==> src/itoa_pkg.sv <==
package itoa_pkg;

	localparam int VALUE_BITS = 32;
	localparam int DEC_DIGITS = ((VALUE_BITS * 1233) >> 12) + 1;
	localparam int CNT_BITS = $clog2(DEC_DIGITS + 1);
	localparam int RECIP_SHIFT = VALUE_BITS + 3;
	localparam int PROD_BITS = 2 * VALUE_BITS;

	localparam logic [VALUE_BITS+3:0] RECIP_FULL =
		({1'b1, {(VALUE_BITS + 3){1'b0}}} / (VALUE_BITS + 4)'(10)) + (VALUE_BITS + 4)'(1);
	localparam logic [VALUE_BITS-1:0] RECIP = RECIP_FULL[VALUE_BITS-1:0];

	localparam logic KIND_DEC = 1'b0;
	localparam logic KIND_HEX = 1'b1;

	localparam logic [6:0] CHAR_ZERO  = 7'h30;
	localparam logic [6:0] CHAR_A_LC  = 7'h61;
	localparam logic [6:0] CHAR_MINUS = 7'h2d;
	localparam logic [3:0] DIGIT_TEN  = 4'd10;

	typedef struct packed {
		logic                  hex;
		logic                  neg;
		logic [VALUE_BITS-1:0] mag;
	} item_t;

	typedef enum logic [1:0] {
		BK_IDLE,
		BK_CONV,
		BK_EMIT
	} back_state_t;

	function automatic logic [6:0] digit_char(input logic [3:0] d);
		logic [6:0] c;
		if (d < DIGIT_TEN) begin
			c = CHAR_ZERO + {3'b000, d};
		end else begin
			c = CHAR_A_LC + {3'b000, d} - {3'b000, DIGIT_TEN};
		end
		return c;
	endfunction

endpackage

==> src/itoa_queue.sv <==
module itoa_queue (
	input  logic            clk,
	input  logic            arst_n,
	input  logic            wr_valid,
	output logic            wr_ready,
	input  itoa_pkg::item_t wr_item,
	output logic            rd_valid,
	input  logic            rd_ready,
	output itoa_pkg::item_t rd_item
);
	import itoa_pkg::*;

	item_t      slot_q [2];
	logic       wr_ptr_q;
	logic       rd_ptr_q;
	logic [1:0] count_q;
	logic       push;
	logic       pop;

	assign wr_ready = (count_q != 2'd2);
	assign rd_valid = (count_q != 2'd0);
	assign push = wr_valid && wr_ready;
	assign pop = rd_valid && rd_ready;
	assign rd_item = slot_q[rd_ptr_q];

	always_ff @(posedge clk or negedge arst_n) begin
		if (!arst_n) begin
			wr_ptr_q <= 1'b0;
			rd_ptr_q <= 1'b0;
			count_q <= 2'd0;
		end else begin
			if (push) begin
				wr_ptr_q <= !wr_ptr_q;
			end
			if (pop) begin
				rd_ptr_q <= !rd_ptr_q;
			end
			if (push && !pop) begin
				count_q <= count_q + 2'd1;
			end else if (pop && !push) begin
				count_q <= count_q - 2'd1;
			end
		end
	end

	always_ff @(posedge clk) begin
		if (push) begin
			slot_q[wr_ptr_q] <= wr_item;
		end
	end
endmodule

==> config.mk <==
export PLATFORM = sky130hd
export DESIGN_NAME = itoa_queue
export DESIGN_NICKNAME = d
export VERILOG_FILES = /design/src/itoa_pkg.sv /design/src/itoa_queue.sv
export SDC_FILE = /design/constraint.sdc
export NUM_CORES = 1
export LEC_CHECK = 0
export ABC_AREA = 1
export BUFFER_PORTS_ARGS = -buffer_cell sky130_fd_sc_hd__buf_4
export CAP_MARGIN = 15
export CORE_UTILIZATION = 25
export CTS_BUF_LIST = sky130_fd_sc_hd__clkbuf_4
export DETAILED_ROUTE_END_ITERATION = 10
export GPL_TIMING_DRIVEN = 0
export PLACE_DENSITY = 0.48
export SETUP_SLACK_MARGIN = 0.02
export SYNTH_ARGS = -nofsm -noshare
export SYNTH_HDL_FRONTEND = slang
export SYNTH_SLANG_ARGS = --single-unit
==> constraint.sdc <==
create_clock -name clk -period 5.7 [get_ports clk]
set_input_delay 0.285 -clock clk [delete_from_list [all_inputs] [get_ports clk]]
set_output_delay 0.285 -clock clk [all_outputs]
set_load 0.03 [all_outputs]
==> metrics.cfg <==
[logic_synthesis]
syn_nets = 245
synth.distinct_cells = 16
ys_seq_elements = 72
yosys_warnings = 0
synth_seq_area_share = 0.776
synthCells = 206
syn_area_um2 = 2760
avgSynthCellArea_um2 = 13.4

[critical_path]
max_stage_delay_ns = 0.40
path_cells = buf_6 -> inv_8 -> buf_6 -> nand2_1 -> nand2_1 -> buf_4
cpLargestDelayFamily = buffers and inverters
cp-start-kind = flip-flop
crit_required_ns = 5.41
critPathSlowestCell = dfrtp_1
crit_type = reg -> out
cp_num_buf_inv = 4
cp_max_fo = 10
arrival_ns = 1.49
worstSetupEndpointType = output port

[pwr]
combPwrFrac = 0.473
power_switching_uw = 840
leakage_nw = 1.61
clock_power_share = 0.157
p_int_mw = 1.20
power_frac_seq = 0.371
sw_frac_of_total = 0.411
p_per_area_nw_per_um2 = 536
irDropWorstVdd_uv = 202

[sta]
slew_headroom = 0.613
drv_slew = 0
setup_viol = 0
final.setup.tns_ns = 0
period_needed_ns = 1.77
rsz0062_at_grt = no
period_share = 0.311
clock_skew_ns = 0.0237
hold_viol = 0
worstMarginPinSlew_ns = 0.580
fmax_ghz = 0.563

[place]
dpl.cell_count = 417
numPortBuffers = 73
dp_hpwl_um = 3680
place.gp.congestion = 0.634

[finish]
final_cells = 445
fin_nets = 343
drive_above_1_share = 0.372
diodes = 0
final_util = 0.362
synthToLayoutAreaGrowth_pct = 38.0
fill_cells = 1040

[run]
maxCapViolCount = 0

[die]
dieArea_um2 = 11500
die_width_um = 107
coreArea_um2 = 10500
start_util = 0.263
ioPinCount = 74
rows = 37
die_h_um = 107

[detailed_routing]
antenna_left = 0
firstDrtPassIters = 4
drt_iter0_markers = 40
vias = 1728
route.detailed.drc = 0
viasPerCell = 3.88
totalWireLength_um = 5450
post_drt_wl_per_cell_um = 12.2

[min_path]
min_path_type = in -> reg

[outcome]
status = complete, no violations

[clock_tree]
hold_buffers = 1
clock_path_buffers = 2
cts_root_buffer = clkbuf_4
post_cts_resized = 0
clkTransAtPathRegs_ns = 0.13
numCtsBuffers = 9
cts_tree = done
clock_sinks = 72
clk_latency_ns = 0.42
post_cts_buffers = 0
cts_htree_levels = 3

[global_routing]
grt_pass1_vias = 1693
grt_overflow = 0
antenna_found_initial = 0
grt_first_pass_wirelength_um = 8450
grt_util_all_layers = 0.103
grt_max_degree = 21

-- cell type report --
class / count / area, µm² / share of cell area
inverters: 7 / 33.8 / 0.00888
plain buffers: 7 / 76.3 / 0.0201
repair buffers: 87 / 723 / 0.190
well taps: 136 / 170 / 0.0447
clock inverters: 7 / 71.3 / 0.0187
multi-input cells: 120 / 522 / 0.137
flip-flops and latches: 72 / 2140 / 0.563
clock buffers: 9 / 67.6 / 0.0178
-- logic make-up (layout without fill, tap and decap cells) --
logic type / Yosys count / after routing / synth area share
simple gates: 117 / 117 / 0.173
flops: 72 / 72 / 0.776
buf+inv: 14 / 117 / 0.0399
xor+xnor: 2 / 2 / 0.00635
fa+ha+maj: 1 / 1 / 0.00453
-- synth_stat cells (all sizes together) --
master	count	share of area
edfxtp	68	0.74
dfrtp	4	0.036
xor2	1	0.0032
xnor2	1	0.0032
nand4	1	0.0023
inv	7	0.012
ha	1	0.0045
nand3	2	0.0036
nor2	2	0.0027
buf	7	0.028
nand2	112	0.16
-- flip-flops by register name, indices dropped and copies added, names as in the netlist --
| signal | count |
|---|---|
| slot_q | 68 |
| wr_ptr_q | 1 |
| rd_ptr_q | 1 |
| count_q | 2 |
-- path summary, 6_finish.rpt --
path / startpoint / to / slack (ns) / cells after the start
setup / recovery: rd_ptr_q / rd_item[5] / 3.93 / 6
hold reg to reg: count_q[0] / count_q[0] / 0.53 / 1
setup reg to reg: count_q[0] / slot_q[1][5] / 4.01 / 5
min in group asynchronous: arst_n / count_q[1] / 0.17 / 2
max in group asynchronous: arst_n / rd_ptr_q / 5.43 / 2
hold / removal: wr_item[11] / slot_q[1][11] / 0.05 / 1
-- power groups by stage --
stage / Sequential (mW) / Combinational, mW / Clock, mW
3_3_place_gp: 0.779 / 0.941 / 0
3_5_place_dp: 0.771 / 0.985 / 0
6_report: 0.757 / 0.965 / 0.320
2_1_floorplan: 0.769 / 0.605 / 0
4_1_cts: 0.758 / 0.989 / 0.338
5_1_grt: 0.769 / 1.05 / 0.358
-- per-stage QoR --
stage,hold slack [ns],instance area (µm²),power [mW],setup WS [ns]
floorplan,-0.0106,2760,1.37,3.13
global placement,0.0866,3480,1.72,2.12
detailed placement,0.0880,3550,1.76,4.00
CTS,0.00842,3700,2.08,3.87
global route,0.0000892,3810,2.18,3.78
finish,0.0468,3810,2.04,3.93
-- layer usage --
layer	global-route usage	share of wire	vias to the layer above
met5	0	0	-
met4	0.0528	0.019	0
met3	0.0377	0.049	9
met1	0.121	0.45	786
li1	-	-	884
met2	0.166	0.48	49
-- layout by cell type (no fill, tap or decap), drive strengths merged, types with 2 or more instances in the layout --
cell | synthesis | routed
dlygate4sd3 | 0 | 12
clkinv | 0 | 2
nand2 | 112 | 112
inv | 7 | 8
clkinvlp | 0 | 3
edfxtp | 68 | 68
dfrtp | 4 | 4
nand3 | 2 | 2
buf | 7 | 82
nor2 | 2 | 2
clkbuf | 0 | 9
Note: power is estimated with default switching activity, not from simulation.
