<file path="src/itoa_pkg.sv">
package itoa_pkg;

	localparam int VALUE_BITS = 32;
	localparam int DEC_DIGITS = ((VALUE_BITS * 1233) >> 12) + 1;
	localparam int CNT_BITS = $clog2(DEC_DIGITS + 1);
	localparam int RECIP_SHIFT = VALUE_BITS + 3;
	localparam int PROD_BITS = 2 * VALUE_BITS;

	localparam logic [VALUE_BITS+3:0] RECIP_FULL =
		({1'b1, {(VALUE_BITS + 3){1'b0}}} / (VALUE_BITS + 4)'(10)) + (VALUE_BITS + 4)'(1);
	localparam logic [VALUE_BITS-1:0] RECIP = RECIP_FULL[VALUE_BITS-1:0];

	localparam logic KIND_DEC = 1'b0;
	localparam logic KIND_HEX = 1'b1;

	localparam logic [6:0] CHAR_ZERO  = 7'h30;
	localparam logic [6:0] CHAR_A_LC  = 7'h61;
	localparam logic [6:0] CHAR_MINUS = 7'h2d;
	localparam logic [3:0] DIGIT_TEN  = 4'd10;

	typedef struct packed {
		logic                  hex;
		logic                  neg;
		logic [VALUE_BITS-1:0] mag;
	} item_t;

	typedef enum logic [1:0] {
		BK_IDLE,
		BK_CONV,
		BK_EMIT
	} back_state_t;

	function automatic logic [6:0] digit_char(input logic [3:0] d);
		logic [6:0] c;
		if (d < DIGIT_TEN) begin
			c = CHAR_ZERO + {3'b000, d};
		end else begin
			c = CHAR_A_LC + {3'b000, d} - {3'b000, DIGIT_TEN};
		end
		return c;
	endfunction

endpackage

</file>
<file path="src/itoa_in_if.sv">
interface itoa_in_if;
	logic                            valid;
	logic                            ready;
	logic                            kind;
	logic [itoa_pkg::VALUE_BITS-1:0] value;

	modport source (output valid, output kind, output value, input ready);
	modport sink (input valid, input kind, input value, output ready);
endinterface

</file>
<file path="src/itoa_front.sv">
module itoa_front (
	input  logic            clk,
	input  logic            arst_n,
	itoa_in_if.sink         din,
	output logic            item_valid,
	input  logic            item_ready,
	output itoa_pkg::item_t item
);
	import itoa_pkg::*;

	logic  valid_s1;
	item_t item_s1;
	item_t item_d;
	logic  accept;

	assign din.ready = !valid_s1 || item_ready;
	assign accept = din.valid && din.ready;

	always_comb begin
		item_d.hex = (din.kind == KIND_HEX);
		item_d.neg = (din.kind == KIND_DEC) && din.value[VALUE_BITS-1];
		item_d.mag = item_d.neg ? (~din.value + VALUE_BITS'(1)) : din.value;
	end

	always_ff @(posedge clk or negedge arst_n) begin
		if (!arst_n) begin
			valid_s1 <= 1'b0;
		end else if (accept) begin
			valid_s1 <= 1'b1;
		end else if (item_ready) begin
			valid_s1 <= 1'b0;
		end
	end

	always_ff @(posedge clk) begin
		if (accept) begin
			item_s1 <= item_d;
		end
	end

	assign item_valid = valid_s1;
	assign item = item_s1;
endmodule

</file>
<file path="src/flat_wrapper.sv">
// flat-port wrapper written by rule: the top's interface ports become plain ports
module itoa_front_flat import itoa_pkg::*;
  (clk, arst_n, item_valid, item_ready, item, din_valid, din_kind, din_value, din_ready);
  itoa_in_if din_i ();
  input  logic clk;
  input  logic arst_n;
  output logic item_valid;
  input  logic item_ready;
  output itoa_pkg::item_t item;
  input wire logic [$bits(din_i.valid)-1:0] din_valid;
  input wire logic [$bits(din_i.kind)-1:0] din_kind;
  input wire logic [$bits(din_i.value)-1:0] din_value;
  output wire logic [$bits(din_i.ready)-1:0] din_ready;
  assign din_i.valid = din_valid;
  assign din_i.kind = din_kind;
  assign din_i.value = din_value;
  assign din_ready = din_i.ready;
  itoa_front u_core (.clk(clk), .arst_n(arst_n), .din(din_i), .item_valid(item_valid), .item_ready(item_ready), .item(item));
endmodule
</file>
<file path="config.mk">
export PLATFORM = sky130hd
export DESIGN_NAME = itoa_front_flat
export DESIGN_NICKNAME = d
export VERILOG_FILES = /design/src/itoa_pkg.sv /design/src/itoa_in_if.sv /design/src/itoa_front.sv /design/src/flat_wrapper.sv
export SDC_FILE = /design/constraint.sdc
export NUM_CORES = 1
export LEC_CHECK = 0
export ABC_AREA = 1
export BUFFER_PORTS_ARGS = -buffer_cell sky130_fd_sc_hd__buf_2
export CORE_ASPECT_RATIO = 0.7
export CORE_MARGIN = 5
export CORE_UTILIZATION = 45
export CTS_CLUSTER_DIAMETER = 120
export DETAILED_ROUTE_END_ITERATION = 12
export GPL_TIMING_DRIVEN = 0
export MAX_ROUTING_LAYER = met4
export PLACE_DENSITY = 0.73
export SLEW_MARGIN = 20
export SYNTH_ARGS = -nofsm -noshare
export SYNTH_HDL_FRONTEND = slang
export SYNTH_SLANG_ARGS = --single-unit
</file>
<file path="constraint.sdc">
create_clock -name clk -period 7.5 [get_ports clk]
set_input_delay 0.75 -clock clk [delete_from_list [all_inputs] [get_ports clk]]
set_output_delay 0.75 -clock clk [all_outputs]
set_load 0.03 [all_outputs]
</file>
==> metrics.md, run 1 <==
| Metric | Value |
|---|---|
| Status | finished clean |
| Starting Density | 0.455 |
| Global Route Usage Sum | 0.183 |
| Final WL | 5400 um |
| CP dominant cell by count | buf_2 |
| Clk_lat worst skew | 0.29 ns |
| Root Buffer | clkbuf_8 |
| Die height | 67.7 um |
| Die Width | 92.4 um |
| Mean post-synth cell area | 8.17 um^2 |
| First-pass GRT wire length | 8510 um |
| Worst path bufs/invs | 3 |
| Crit. End Element | output pin |
| CTS max path bufs | 2 |
| I/O pins | 73 |
| Max-slew violations | 0 |
| Fill count | 451 |
| Final setup skew | 0.00706 ns |
| H-tree depth | 2 |
| Antenna viol nets, final | 0 |
| Post-CTS Setup Bufs | 0 |
| Area after DPL | 2610 um^2 |
| Area grow syn2layout | 26.8% |
| Clock buffer count from CTS | 5 |
| Crit path from | item_ready |
| Final nets | 380 |
| Static leakage | 1.25 nW |
| Crit path largest cell delay | 0.18 ns |
| GRT overflow | 0 |
| CTS resizes | 0 |
| Synthesis Warnings | 0 |
| Type of the tightest min-delay check | in -> async |
| Synth area leaders | edfxtp_1 48%, nand2_1 16%, nor2_1 8.1% |
| Reg2Reg Setup Slack | 5.97 ns |
| CP required | 6.75 ns |
| F_max | 514 MHz |
| Share of layout cells above drive strength 1 | 0.300 |
| Worst reg2reg path startpoint | u_core.item_valid |
| DR vias | 1938 |
| Clk sinks | 35 |
| Detailed Place HPWL | 4400 um |
| DR WL/cell | 13.5 um |
| Most frequent cells in the layout | 89 x nand2_1, 72 x buf_2, 46 x nor2_1 |
| Slew HR | 0.552 |
| Maximum VDD drop | 101 uV |
| First DRT Iteration DRCs | 143 |
| Port bufs | 72 |
| Initial antenna violation count | 0 |
| CP max-delay cell | buf_2 |
| CTS tree | built |
| Die area | 6260 um^2 |
| Setup TNS Final | 0 ns |
| Worst-path clk slew | 0.08 ns |
| Element type at the critical path start | primary input |
| Pin count of the biggest net entering global routing | 19 |
| PwrDens | 188 nW/um^2 |
| Vias in the first global route | 1790 |
| Max-cap violations | 0 |
| Post-synthesis register bit count | 35 |
| Fin crit share | 0.259 |
| Cell row count | 21 |
| CP Data Arrival Time | 1.19 ns |
| Mapped Cells | 262 |
| Fin area | 2710 um^2 |
| CP max FO | 2 |
| Vias per cell | 4.85 |
| Area of the mapped netlist | 2140 um^2 |
| Fin crit period | 1.94 ns |
| Post-synth net total | 300 |
| Final setup fails | 0 |
| RD Place Congestion | 0.877 |
| Area occupied by multi-input gates | 995 um^2 |
| RSZ-0062 raised after global routing | no |
| Final Hold Viols | 0 |
| First-pass DRT Iterations | 4 |
| Yosys top cell area share | 0.477 |
| Crit path cell chain | buf_2, inv_1, nand2_1, buf_2 |
| RR Endpoint | u_core.item[29] |
| Remaining DRCs | 0 |
| Most common cell after layout, fill and taps aside | nand2_1 |
| Area leader, netlist | edfxtp_1 |
| Ant. Diodes | 0 |
| Core area | 4700 um^2 |
| Worst Reg-to-Reg Cells | 2 |
| Slew @ Worst Pin | 0.670 ns |
| Storage cell area | 1050 um^2 |
| Hold-fix buffers, CTS | 0 |
| Synth unique cells | 20 |
| Seq/Total Area, Yosys | 0.489 |
| Crit path kind | in -> out |
| Critical path's top delay family | buffers and inverters |
-- worst max-delay path by stage --
stage	cells after the start	slack, ns	to
after floorplan	2	4.60	u_core.item[0]
after global placement	3	3.83	u_core.item[22]
after detailed placement	10	5.44	u_core.item[22]
after CTS	4	5.55	din_ready
after global routing	4	5.53	din_ready
final	4	5.56	din_ready
-- metal layers --
metal | track usage | up-vias | wire length [um]
li1 | - | 1005 | -
met1 | 0.266 | 871 | 2710
met2 | 0.262 | 60 | 2300
met3 | 0.0390 | 2 | 366
met4 | 0.0389 | 0 | 17
met5 | - | - | 0
-- cell families (layout without fill, tap and decap cells) --
group | after synthesis | in the layout | share of synthesized area
compound gates | 14 | 14 | 0.0363
xor+xnor | 15 | 15 | 0.0614
fa+ha+maj | 1 | 1 | 0.00585
buf+inv | 26 | 107 | 0.0515
flops | 35 | 35 | 0.489
simple gates | 171 | 171 | 0.356
-- sequential cells by signal, indices dropped and copies added, names as in the netlist --
name               count
u_core.item_valid      1
u_core.item           34
-- cells in the mapped netlist --
master    instances
a21oi_1           3
buf_4             2
dfrtp_1           1
edfxtp_1         34
ha_1              1
inv_1            23
inv_6             1
nand2_1          89
nand2_2           4
nand3_1          16
nand3b_1          1
nand4_1           3
nor2_1           46
nor2_2            4
nor2_4            7
nor2_8            1
o21ai_0           9
o21ai_2           2
xnor2_1           7
xor2_1            8
-- stage by stage --
stage / hold slack [ns] / power [mW] / utilization / std cells / setup slack (ns)
3_5_place_dp: 0.529 / 0.362 / 0.555 / 392 / 5.44
6_report: 0.221 / 0.510 / 0.577 / 400 / 5.56
2_1_floorplan: 0.454 / 0.320 / - / 262 / 4.60
3_3_place_gp: 0.491 / 0.358 / 0.547 / 391 / 3.83
5_1_grt: 0.218 / 0.532 / 0.577 / 400 / 5.53
4_1_cts: 0.217 / 0.515 / 0.577 / 400 / 5.55
-- power breakdown --
group / switching (mW) / leakage, nW / internal, mW / total [mW]
Combinational: 0.0817 / 0.863 / 0.0384 / 0.120
Clock: 0.0695 / 0.0505 / 0.0836 / 0.153
Sequential: 0.00330 / 0.337 / 0.234 / 0.237
-- cell type report --
cell class / count / area share
plain buffers: 2 / 0.00553
clock buffers: 7 / 0.0355
clock inverters: 1 / 0.00277
inverters: 24 / 0.0350
multi-input cells: 201 / 0.367
flip-flops and latches: 35 / 0.385
well taps: 57 / 0.0263
repair buffers: 73 / 0.143
No activity file was read; power rests on OpenSTA's default activity.
==> run 2, diff against run 1 <==
==> constraint.sdc (replaced) <==
create_clock -name clk -period 1.85 [get_ports clk]
set_input_delay 0.185 -clock clk [delete_from_list [all_inputs] [get_ports clk]]
set_output_delay 0.185 -clock clk [all_outputs]
set_load 0.03 [all_outputs]
==> metrics.md, run 2 (synthesis gave the netlist of run 1 again) <==
| Metric | Value |
|---|---|
| Fin crit share | 0.768 |
| Non-Filler Instances | 401 (+0.25%) |
| Most frequent cells in the layout | 89 x nand2_1, 72 x buf_2, 46 x nor2_1 |
| Worst Hold Margin | 0.0802 ns (-0.141 ns) |
| Die area | 6260 um^2 (unchanged) |
| F_max | 704 MHz |
| Post-CTS Setup Bufs | 0 (unchanged) |
| PwrDens | 780 nW/um^2 (+310%) |
| Final WL | 5220 um (-3.3%) |
| M3 GR Usage | 0.0423 (+0.00334) |
| First-pass DRT Iterations | 4 (unchanged) |
| Max-slew violations | 0 (unchanged) |
| H-tree depth | 2 (unchanged) |
| Initial antenna violation count | 0 (unchanged) |
| CTS tree | built |
| Status | finished clean |
| Die height | 67.7 um (unchanged) |
| Final nets | 381 (+0.26%) |
| CP max-delay cell | a21oi_4 |
| Port bufs | 72 (unchanged) |
| Final setup fails | 0 (unchanged) |
| Busiest grt layer | met2 |
| Root Buffer | clkbuf_8 |
| Clock buffer count from CTS | 5 (unchanged) |
| GRT overflow | 0 (unchanged) |
| Clk sinks | 35 (unchanged) |
| Global Route Usage Sum | 0.181 (-0.00224) |
| First-pass GRT wire length | 8290 um (-2.6%) |
| Type of the tightest min-delay check | in -> reg |
| Fin crit period | 1.42 ns |
| Most common cell after layout, fill and taps aside | nand2_1 |
| Final Hold Viols | 0 (unchanged) |
| Place WS | 0.147 ns (-5.30 ns) |
| Maximum VDD drop | 473 uV (+370%) |
| RD Place Congestion | 0.898 (+2.4%) |
| Crit path largest cell delay | 0.47 ns (+0.29 ns) |
| Clk_lat worst skew | 0.29 ns (about the same) |
| Area after DPL | 2580 um^2 (-1.1%) |
| Antenna viol nets, final | 0 (unchanged) |
| Fin area | 2730 um^2 (+0.51%) |
| Crit. End Element | flop |
| Max-cap violations | 0 (unchanged) |
| CP Data Arrival Time | 1.42 ns (+0.23 ns) |
| Crit path kind | reg -> reg |
| Setup TNS Final | 0 ns (unchanged) |
| Vias per cell | 4.75 (-1.9%) |
| Global-route met2 utilization | 0.262 (unchanged) |
| Pin count of the biggest net entering global routing | 35 (+16) |
| CP required | 1.85 ns (-4.90 ns) |
| Remaining DRCs | 0 (unchanged) |
| Final setup skew | 0.00244 ns (-0.00461 ns) |
| Post-layout util | 0.580 (+0.00293) |
| Final Worst Setup Slack | 0.430 ns (-5.13 ns) |
| Total power | 2.13 mW (+320%) |
| I/O pins | 73 (unchanged) |
| Core area | 4700 um^2 (unchanged) |
| DR vias | 1905 (-1.7%) |
| Die Width | 92.4 um (unchanged) |
| Placed Cells | 391 (-0.26%) |
| Starting Density | 0.455 (unchanged) |
| Element type at the critical path start | flop |
| Ant. Diodes | 0 (unchanged) |
| Cell row count | 21 (unchanged) |
| Largest register FFs | 34 (unchanged) |
| CTS max path bufs | 2 (unchanged) |
| First DRT Iteration DRCs | 97 (-32%) |
| Crit path cell chain | a21oi_4, buf_16 |
| Met1 GRT Util | 0.260 (-0.00647) |
| Vias in the first global route | 1754 (-2.0%) |
| CP max FO | 20 (+18) |
| Static leakage | 1.26 nW (+0.74%) |
| Share of layout cells above drive strength 1 | 0.297 (-0.00378) |
| Slew @ Worst Pin | 0.523 ns (-0.147 ns) |
| Area grow syn2layout | 27.5% |
| DR WL/cell | 13.0 um (-3.5%) |
| Detailed Place HPWL | 4230 um (-4.0%) |
| Slew HR | 0.651 (+0.0982) |
| Worst-path clk slew | 0.07 ns (about the same) |
| RSZ-0062 raised after global routing | no |
run 2: critical path, delay by kind of cell (launching register included):
| kind | cells | cell delay [ns] |
|---|---|---|
| compound gates | 1 | 0.47 |
| flops | 1 | 0.42 |
| buf+inv | 1 | 0.23 |
run 2: power breakdown:
group	switching, mW	leakage (nW)	internal, mW
Sequential	0.0133	0.337	0.948
Clock	0.286	0.0556	0.395
Combinational	0.328	0.867	0.157
run 2: path summary, 6_finish.rpt:
| kind | startpoint | to | slack [ns] | cells past startpoint |
|---|---|---|---|---|
| max in group asynchronous | arst_n | u_core.item_valid | 1.57 | 2 |
| worst min-delay path | din_value[0] | u_core.item[0] | 0.08 | 1 |
| min in group asynchronous | arst_n | u_core.item_valid | 0.19 | 2 |
| worst max register to register | u_core.item_valid | u_core.item[13] | 0.43 | 2 |
| worst max-delay path | u_core.item_valid | u_core.item[13] | 0.43 | 2 |
| worst min register to register | u_core.item_valid | u_core.item_valid | 0.58 | 2 |
run 2: what timing repair did:
item	in CTS	in global routing
hold buffers	1	0
endpoints found under the hold margin	1	0
resized for setup	0	0
run 2: layer usage:
| metal | vias to the layer above | wire length [um] |
|---|---|---|
| li1 | 1003 | - |
| met1 | 822 | 2610 |
| met2 | 74 | 2150 |
| met3 | 6 | 432 |
| met4 | 0 | 28 |
| met5 | - | 0 |
run 2: layout make-up:
cell class	instances	area (um^2)
fillers	444	1980
flip-flops and latches	35	1050
multi-input cells	201	995
repair buffers	74	398
inverters	24	95.1
well taps	57	71.3
clock buffers	5	68.8
clock inverters	3	38.8
plain buffers	2	15.0
